==> config.mk <==
export PLATFORM = sky130hd
export DESIGN_NAME = i2c_master_bit_engine_top_flat
export DESIGN_NICKNAME = d
export VERILOG_FILES = /design/src/design/i2cbe_pkg.sv /design/src/design/i2cbe_if.sv /design/src/design/i2cbe_in_reg.sv /design/src/design/i2cbe_core.sv /design/src/design/i2cbe_out_reg.sv /design/src/design/i2c_master_bit_engine_top.sv /design/src/flat_wrapper.sv
export SDC_FILE = /design/constraint.sdc
export NUM_CORES = 1
export LEC_CHECK = 0
export BUFFER_PORTS_ARGS = -buffer_cell sky130_fd_sc_hd__buf_2
export CAP_MARGIN = 30
export CORE_MARGIN = 2
export CORE_UTILIZATION = 35
export CTS_CLUSTER_DIAMETER = 150
export DETAILED_ROUTE_END_ITERATION = 10
export SLEW_MARGIN = 20
export SYNTH_ARGS = -nofsm -noshare
export SYNTH_HDL_FRONTEND = slang
export SYNTH_HIERARCHICAL = 1
export SYNTH_SLANG_ARGS = --single-unit
==> constraint.sdc <==
create_clock -name clk_i -period 8 [get_ports clk_i]
set_input_delay 0.8 -clock clk_i [delete_from_list [all_inputs] [get_ports clk_i]]
set_output_delay 0.8 -clock clk_i [all_outputs]
set_load 0.01 [all_outputs]
==> src/design/i2cbe_pkg.sv <==
// Package: command codes, transfer payload types and phase limits for the I2C bit engine.
package i2cbe_pkg;

  typedef enum logic [2:0] {
    FUNC_START   = 3'd0,
    FUNC_STOP    = 3'd1,
    FUNC_WRITE   = 3'd2,
    FUNC_READ    = 3'd3,
    FUNC_SENDACK = 3'd4,
    FUNC_RECVACK = 3'd5
  } func_e;

  localparam int unsigned PhaseW = 5;
  localparam logic [7:0] MsbMask = 8'h80;

  typedef struct packed {
    logic       cmd_valid;
    logic [2:0] func;
    logic [7:0] tx_byte;
    logic       ack_out;
    logic       sda_in;
  } cmd_t;

  typedef struct packed {
    logic       scl_out;
    logic       sda_out;
    logic       busy_res;
    logic       cmd_done;
    logic [7:0] rx_byte;
    logic       ack_in;
  } res_t;

  function automatic logic [PhaseW-1:0] last_phase(func_e cmd);
    logic [PhaseW-1:0] lp;
    case (cmd)
      FUNC_START:   lp = 5'd3;
      FUNC_STOP:    lp = 5'd2;
      FUNC_WRITE:   lp = 5'd23;
      FUNC_READ:    lp = 5'd24;
      FUNC_SENDACK: lp = 5'd2;
      default:      lp = 5'd3;
    endcase
    return lp;
  endfunction

endpackage

==> src/design/i2cbe_if.sv <==
// Interfaces: tick command channel and pin result channel.
interface i2cbe_cmd_if;
  logic       valid;
  logic       ready;
  logic       cmd_valid;
  logic [2:0] func;
  logic [7:0] tx_byte;
  logic       ack_out;
  logic       sda_in;

  modport source (output valid, cmd_valid, func, tx_byte, ack_out, sda_in, input ready);
  modport sink   (input valid, cmd_valid, func, tx_byte, ack_out, sda_in, output ready);
endinterface

interface i2cbe_res_if;
  logic       valid;
  logic       ready;
  logic       scl_out;
  logic       sda_out;
  logic       busy_res;
  logic       cmd_done;
  logic [7:0] rx_byte;
  logic       ack_in;

  modport source (output valid, scl_out, sda_out, busy_res, cmd_done, rx_byte, ack_in,
                  input ready);
  modport sink   (input valid, scl_out, sda_out, busy_res, cmd_done, rx_byte, ack_in,
                  output ready);
endinterface

==> src/design/i2cbe_in_reg.sv <==
// Input register: captures one tick item from the command channel.
module i2cbe_in_reg
  import i2cbe_pkg::*;
(
  input  logic        clk_i,
  input  logic        rst_ni,
  i2cbe_cmd_if.sink   cmd_i,
  input  logic        adv_i,
  output logic        valid_o,
  output cmd_t        item_o
);

  logic valid_q, valid_d;
  cmd_t item_q, item_d;
  logic take;

  assign cmd_i.ready = !valid_q || adv_i;
  assign take        = cmd_i.valid && cmd_i.ready;

  always_comb begin
    valid_d = take ? 1'b1 : (adv_i ? 1'b0 : valid_q);
    item_d  = item_q;
    if (take) begin
      item_d.cmd_valid = cmd_i.cmd_valid;
      item_d.func      = cmd_i.func;
      item_d.tx_byte   = cmd_i.tx_byte;
      item_d.ack_out   = cmd_i.ack_out;
      item_d.sda_in    = cmd_i.sda_in;
    end
  end

  always_ff @(posedge clk_i or negedge rst_ni) begin
    if (!rst_ni) begin
      valid_q <= 1'b0;
    end else begin
      valid_q <= valid_d;
    end
  end

  always_ff @(posedge clk_i) begin
    item_q <= item_d;
  end

  assign valid_o = valid_q;
  assign item_o  = item_q;

endmodule

==> src/design/i2cbe_core.sv <==
// Phase engine: bus state registers and the per-tick pin phase logic.
module i2cbe_core
  import i2cbe_pkg::*;
(
  input  logic clk_i,
  input  logic rst_ni,
  input  logic adv_i,
  input  cmd_t item_i,
  output res_t res_o
);

  logic              scl_q, scl_d;
  logic              sda_q, sda_d;
  logic              active_q, active_d;
  func_e             cmd_q, cmd_d;
  logic [PhaseW-1:0] phase_q, phase_d;
  logic [1:0]        sub_q, sub_d;
  logic [7:0]        shift_q, shift_d;
  logic [7:0]        rx_q, rx_d;
  logic              rack_q, rack_d;

  logic              start;
  logic              act;
  func_e             cmd;
  logic [PhaseW-1:0] p;
  logic [1:0]        sub;
  logic [7:0]        shift;
  logic              done;
  logic [1:0]        sub_inc;

  always_comb begin
    start = !active_q && item_i.cmd_valid && (item_i.func <= 3'(FUNC_RECVACK));
    act   = start || active_q;
    cmd   = start ? func_e'(item_i.func) : cmd_q;
    p     = start ? '0 : phase_q;
    sub   = start ? 2'd0 : sub_q;
    shift = shift_q;
    if (start && cmd == FUNC_WRITE) begin
      shift = item_i.tx_byte;
    end else if (start && cmd == FUNC_READ) begin
      shift = '0;
    end
    sub_inc = (sub == 2'd2) ? 2'd0 : sub + 2'd1;

    scl_d    = scl_q;
    sda_d    = sda_q;
    shift_d  = shift;
    rack_d   = rack_q;
    rx_d     = rx_q;
    active_d = act;
    cmd_d    = cmd;
    phase_d  = p;
    sub_d    = sub_inc;
    done     = 1'b0;

    if (act) begin
      case (cmd)
        FUNC_START: begin
          case (p[1:0])
            2'd0:    sda_d = 1'b1;
            2'd1:    scl_d = 1'b1;
            2'd2:    sda_d = 1'b0;
            default: scl_d = 1'b0;
          endcase
        end
        FUNC_STOP: begin
          case (p[1:0])
            2'd0:    sda_d = 1'b0;
            2'd1:    scl_d = 1'b1;
            default: sda_d = 1'b1;
          endcase
        end
        FUNC_WRITE: begin
          case (sub)
            2'd0:    sda_d = |(shift & MsbMask);
            2'd1:    scl_d = 1'b1;
            default: begin
              scl_d   = 1'b0;
              shift_d = {shift[6:0], 1'b0};
            end
          endcase
        end
        FUNC_READ: begin
          if (p == '0) begin
            sda_d = 1'b1;
            sub_d = 2'd0;
          end else begin
            case (sub)
              2'd0:    scl_d = 1'b1;
              2'd1:    shift_d = {shift[6:0], item_i.sda_in};
              default: scl_d = 1'b0;
            endcase
          end
        end
        FUNC_SENDACK: begin
          case (p[1:0])
            2'd0:    sda_d = item_i.ack_out;
            2'd1:    scl_d = 1'b1;
            default: scl_d = 1'b0;
          endcase
        end
        default: begin
          case (p[1:0])
            2'd0:    sda_d = 1'b1;
            2'd1:    scl_d = 1'b1;
            2'd2:    rack_d = item_i.sda_in;
            default: scl_d = 1'b0;
          endcase
        end
      endcase

      if (p >= last_phase(cmd)) begin
        if (cmd == FUNC_READ) begin
          rx_d = shift_d;
        end
        active_d = 1'b0;
        phase_d  = '0;
        sub_d    = 2'd0;
        done     = 1'b1;
      end else begin
        phase_d = p + 5'd1;
      end
    end else begin
      sub_d = sub_q;
    end
  end

  always_ff @(posedge clk_i or negedge rst_ni) begin
    if (!rst_ni) begin
      scl_q    <= 1'b1;
      sda_q    <= 1'b1;
      active_q <= 1'b0;
      cmd_q    <= FUNC_START;
      phase_q  <= '0;
      sub_q    <= 2'd0;
      shift_q  <= '0;
      rx_q     <= '0;
      rack_q   <= 1'b0;
    end else if (adv_i) begin
      scl_q    <= scl_d;
      sda_q    <= sda_d;
      active_q <= active_d;
      cmd_q    <= cmd_d;
      phase_q  <= phase_d;
      sub_q    <= sub_d;
      shift_q  <= shift_d;
      rx_q     <= rx_d;
      rack_q   <= rack_d;
    end
  end

  always_comb begin
    res_o.scl_out  = scl_d;
    res_o.sda_out  = sda_d;
    res_o.busy_res = active_d;
    res_o.cmd_done = done;
    res_o.rx_byte  = rx_d;
    res_o.ack_in   = rack_d;
  end

endmodule

==> src/design/i2cbe_out_reg.sv <==
// Output register: holds one pin result until the result channel takes it.
module i2cbe_out_reg
  import i2cbe_pkg::*;
(
  input  logic         clk_i,
  input  logic         rst_ni,
  input  logic         load_i,
  input  res_t         res_i,
  output logic         free_o,
  i2cbe_res_if.source  res_o
);

  logic valid_q, valid_d;
  res_t res_q;

  assign free_o  = !valid_q || res_o.ready;
  assign valid_d = load_i ? 1'b1 : (res_o.ready ? 1'b0 : valid_q);

  always_ff @(posedge clk_i or negedge rst_ni) begin
    if (!rst_ni) begin
      valid_q <= 1'b0;
    end else begin
      valid_q <= valid_d;
    end
  end

  always_ff @(posedge clk_i) begin
    if (load_i) begin
      res_q <= res_i;
    end
  end

  assign res_o.valid    = valid_q;
  assign res_o.scl_out  = res_q.scl_out;
  assign res_o.sda_out  = res_q.sda_out;
  assign res_o.busy_res = res_q.busy_res;
  assign res_o.cmd_done = res_q.cmd_done;
  assign res_o.rx_byte  = res_q.rx_byte;
  assign res_o.ack_in   = res_q.ack_in;

endmodule

==> src/design/i2c_master_bit_engine_top.sv <==
// Top level: I2C master bit engine, one pin phase per tick item.
// Path: an accepted tick is held in the input register; its result is then registered in the output register.
// Throughput: one tick per cycle unless output stalls; the phase update is a single pass
// from the input register through the phase engine into the output register.
// Reset: asynchronous, active low; SCL and SDA released, engine idle, both channels empty.
module i2c_master_bit_engine_top
  import i2cbe_pkg::*;
(
  input  logic         clk_i,
  input  logic         rst_ni,
  i2cbe_cmd_if.sink    cmd_i,
  i2cbe_res_if.source  res_o
);

  logic s1_valid;
  cmd_t s1_item;
  logic out_free;
  logic adv;
  res_t res_next;

  assign adv = s1_valid && out_free;

  i2cbe_in_reg u_in_reg (
    .clk_i   (clk_i),
    .rst_ni  (rst_ni),
    .cmd_i   (cmd_i),
    .adv_i   (adv),
    .valid_o (s1_valid),
    .item_o  (s1_item)
  );

  i2cbe_core u_core (
    .clk_i  (clk_i),
    .rst_ni (rst_ni),
    .adv_i  (adv),
    .item_i (s1_item),
    .res_o  (res_next)
  );

  i2cbe_out_reg u_out_reg (
    .clk_i  (clk_i),
    .rst_ni (rst_ni),
    .load_i (adv),
    .res_i  (res_next),
    .free_o (out_free),
    .res_o  (res_o)
  );

endmodule

==> src/flat_wrapper.sv <==
// flat-port wrapper written by rule: the top's interface ports become plain ports
module i2c_master_bit_engine_top_flat import i2cbe_pkg::*;
  (clk_i, rst_ni, cmd_i_valid, cmd_i_cmd_valid, cmd_i_func, cmd_i_tx_byte, cmd_i_ack_out, cmd_i_sda_in, cmd_i_ready, res_o_valid, res_o_scl_out, res_o_sda_out, res_o_busy_res, res_o_cmd_done, res_o_rx_byte, res_o_ack_in, res_o_ready);
  i2cbe_cmd_if cmd_i_i ();
  i2cbe_res_if res_o_i ();
  input  logic clk_i;
  input  logic rst_ni;
  input wire logic [$bits(cmd_i_i.valid)-1:0] cmd_i_valid;
  input wire logic [$bits(cmd_i_i.cmd_valid)-1:0] cmd_i_cmd_valid;
  input wire logic [$bits(cmd_i_i.func)-1:0] cmd_i_func;
  input wire logic [$bits(cmd_i_i.tx_byte)-1:0] cmd_i_tx_byte;
  input wire logic [$bits(cmd_i_i.ack_out)-1:0] cmd_i_ack_out;
  input wire logic [$bits(cmd_i_i.sda_in)-1:0] cmd_i_sda_in;
  output wire logic [$bits(cmd_i_i.ready)-1:0] cmd_i_ready;
  output wire logic [$bits(res_o_i.valid)-1:0] res_o_valid;
  output wire logic [$bits(res_o_i.scl_out)-1:0] res_o_scl_out;
  output wire logic [$bits(res_o_i.sda_out)-1:0] res_o_sda_out;
  output wire logic [$bits(res_o_i.busy_res)-1:0] res_o_busy_res;
  output wire logic [$bits(res_o_i.cmd_done)-1:0] res_o_cmd_done;
  output wire logic [$bits(res_o_i.rx_byte)-1:0] res_o_rx_byte;
  output wire logic [$bits(res_o_i.ack_in)-1:0] res_o_ack_in;
  input wire logic [$bits(res_o_i.ready)-1:0] res_o_ready;
  assign cmd_i_i.valid = cmd_i_valid;
  assign cmd_i_i.cmd_valid = cmd_i_cmd_valid;
  assign cmd_i_i.func = cmd_i_func;
  assign cmd_i_i.tx_byte = cmd_i_tx_byte;
  assign cmd_i_i.ack_out = cmd_i_ack_out;
  assign cmd_i_i.sda_in = cmd_i_sda_in;
  assign cmd_i_ready = cmd_i_i.ready;
  assign res_o_valid = res_o_i.valid;
  assign res_o_scl_out = res_o_i.scl_out;
  assign res_o_sda_out = res_o_i.sda_out;
  assign res_o_busy_res = res_o_i.busy_res;
  assign res_o_cmd_done = res_o_i.cmd_done;
  assign res_o_rx_byte = res_o_i.rx_byte;
  assign res_o_ack_in = res_o_i.ack_in;
  assign res_o_i.ready = res_o_ready;
  i2c_master_bit_engine_top u_core (.clk_i(clk_i), .rst_ni(rst_ni), .cmd_i(cmd_i_i), .res_o(res_o_i));
endmodule
==> metrics.txt <==
CP max stage cell dfrtp_1; CP bufs+invs 0; Syn Nets 308; Synth Warn # 6; Root Driver clkbuf_8; Final Cycle Share 46.2%; routed vias 2357; max cap viols 0; Cells after Synth 281; Worst path top cell family by delay simple AND/OR/NAND/NOR gates; Tmin final 3.69 ns; fin. max-slew vios 0; Rows 35; Routed WL 7370 µm; met3 usage 3.62%; # DRC 0; Reg clk slew, reported paths 0.07 ns; post-synthesis cell type count 63; post-DP HPWL 5170 µm; layout overhead on the synthesized area 12.2%; initial DRC count 209; gp weighted congestion 0.891; GR Overflow Total 0; core footprint 9110 µm²; Die Ht 100 µm; post-synthesis sequential area ratio 49.7%; largest net degree at the start of global routing 33; outcome finished, final reports clean; Clock Latency Late Sink 0.34 ns; # hold bufs at CTS 0; most used cell, CP a21oi_1; Setup TNS 0 ns; CTS tree built; Post-synth EDFFs 27; Worst setup EP type flop; Pwr Density 353 nW/µm²; met2 usage 22.7%; RSZ-0062 raised after global routing no; multi-input logic area 1520 µm²; Hold Vio Cnt, Final 0; first-pass GRT wire length 12000 µm; number of routed nets with antenna violations 0; worst setup path category reg -> reg; worst slew pin tran 0.784 ns; crit path max fanout 14; CP cell instances and2b_1 -> nand2_1 -> a32o_1 -> a21oi_1 -> ha_1 -> nand2b_1 -> a21oi_1 -> o21ai_0 -> a21o_1 -> nand3_1 -> mux2_2; Reg area 1610 µm²; wire per inst 17.2 µm; Overall Power 0.00128 W; Main synth FF type dfrtp_1; GRT Util Overall 15.5%; grt met1 use 22.3%; vias in the first global route 2261; worst hold path class reg -> reg; post-layout util 40.0%; share of cells above drive strength 1 30.3%; skew final 0.00652 ns; Max Freq 271 MHz; Filler Cell Count 891; ant diodes 0; layer with the highest usage met2; DRT Pass-1 Iters 4; setup bufs post-CTS 0; Die X 100 µm; nets 339; Port Buffers 32; IO Count 33; CP startpoint kind flop; leakage 1.48 nW; worst rel slew slack 47.8%; Post-Synthesis Cell Area 3250 µm²; Setup-failing EPs final 0; required time worst endpoint 8.09 ns; Clock Sinks 59; Clock Path Buffers 2; Async S/R FF share, synth 54.2%; initial antenna violation count 0; post-cts resize count 0; clock buffer count from CTS 9; VDD IR-drop max 0.126 mV; CP arrival 3.78 ns; Worst path max stage delay 0.51 ns; H-tree depth 3; initial core utilization 35.7%; Synth Register Bits 59; Syn Area/Cell 11.6 µm²; Via density 5.51; die area 10100 µm²
==> synth_stat cells, types with 3 or more instances <==
master | n | share of area (%)
dfrtp_1 | 30 | 23
o21ai_0 | 7 | 1.1
a21oi_1 | 22 | 3.4
buf_2 | 3 | 0.46
clkbuf_1 | 3 | 0.35
and2_1 | 7 | 1.3
ha_1 | 9 | 3.5
nand3_1 | 6 | 0.92
buf_4 | 6 | 1.4
nand4_1 | 4 | 0.77
nor2b_1 | 4 | 0.77
o22ai_1 | 8 | 1.5
nand2_1 | 25 | 2.9
inv_1 | 7 | 0.81
nor2_1 | 10 | 1.2
a22o_1 | 4 | 1.1
edfxtp_1 | 27 | 25
nor3b_1 | 10 | 2.3
mux2_2 | 18 | 6.2
o221ai_1 | 8 | 2.2
a21o_1 | 6 | 1.4
==> registers in the layout, summed over array words and instances, names as in the netlist, 2 cells and up <==
register	count
u_core/u_core/shift_q	8
u_core/u_core/cmd_q	3
u_core/u_out_reg/res_o.rx_byte	8
u_core/u_core/sub_q	2
u_core/u_core/rx_q	8
u_core/u_in_reg/item_o	14
u_core/u_core/phase_q	5
==> report_power, final <==
part | internal [W] | leakage [nW] | switching [W]
registers | 0.000417 | 0.677 | 0.0000852
logic | 0.000221 | 0.722 | 0.000323
clock network | 0.000119 | 0.0851 | 0.000119
total | 0.000757 | 1.48 | 0.000527
==> metrics by stage <==
stage          instances  hold slack [ns]  worst slack [ns]  instance area [µm²]
4_1_cts              428            0.495              4.32                 3640
3_5_place_dp         412            0.479              4.34                 3470
3_3_place_gp         412            0.470              4.45                 3470
5_1_grt              428            0.522              4.08                 3640
6_report             428            0.498              4.31                 3640
2_1_floorplan        281            0.456              4.86                 3250
==> logic make-up after synthesis <==
family / synth area share, %
and+or+nand+nor: 16.7
AOI/OAI and AO/OA: 18.8
DFF: 49.7
buffers and inverters: 3.47
muxes: 7.01
adders and majority gates: 3.81
xor gates and xnor gates: 0.539
==> final cells by class <==
| class | instances | area share (%) |
|---|---|---|
| Multi-Input combinational cell | 201 | 41.8 |
| Sequential cell | 59 | 44.3 |
| Inverter | 8 | 0.824 |
| Clock inverter | 5 | 0.824 |
| Clock buffer | 11 | 3.88 |
| Tap cell | 111 | 3.81 |
| Timing Repair Buffer | 33 | 4.60 |
==> routing by layer <==
metal / vias up / wire (µm)
li1: 1128 / -
met1: 1149 / 3540
met2: 69 / 3300
met3: 11 / 403
met4: 0 / 127
met5: - / 0
==> placed cells by master, fill, tap and decap left out, types with 3 or more instances in the layout <==
cell and n:
a21o_1 6, a21oi_1 22, a22o_1 4, and2_1 7, buf_2 32, clkbuf_8 10, clkinv_2 3, dfrtp_1 30
edfxtp_1 27, ha_1 9, inv_1 7, mux2_2 18, nand2_1 25, nand3_1 6, nand4_1 4, nor2_1 10
nor2b_1 4, nor3b_1 10, o21ai_0 7, o221ai_1 8, o22ai_1 8
==> worst reg2reg max path: cells and delay by family, from the launching register on <==
| kind | cells | cell delay [ns] |
|---|---|---|
| AND/OR/NAND/NOR | 4 | 1.14 |
| AO/OA/AOI/OAI | 5 | 1.12 |
| flip-flops | 1 | 0.51 |
| multiplexers | 1 | 0.40 |
| adder cells (fa/ha/maj) | 1 | 0.28 |
==> worst paths after layout <==
kind | start | endpoint | slack (ns) | cells after the start
max in group asynchronous | rst_ni | u_core/u_core/active_q | 6.96 | 1
setup reg to reg | u_core/u_core/active_q | u_core/u_out_reg/res_o.rx_byte[0] | 4.31 | 11
hold / removal | u_core/u_core/shift_q[3] | u_core/u_core/shift_q[3] | 0.50 | 2
setup / recovery | u_core/u_core/active_q | u_core/u_out_reg/res_o.rx_byte[0] | 4.31 | 11
min in group asynchronous | rst_ni | u_core/u_core/cmd_q[1] | 0.52 | 1
hold reg to reg | u_core/u_core/shift_q[3] | u_core/u_core/shift_q[3] | 0.50 | 2
No activity file was read; power rests on OpenSTA's default activity.
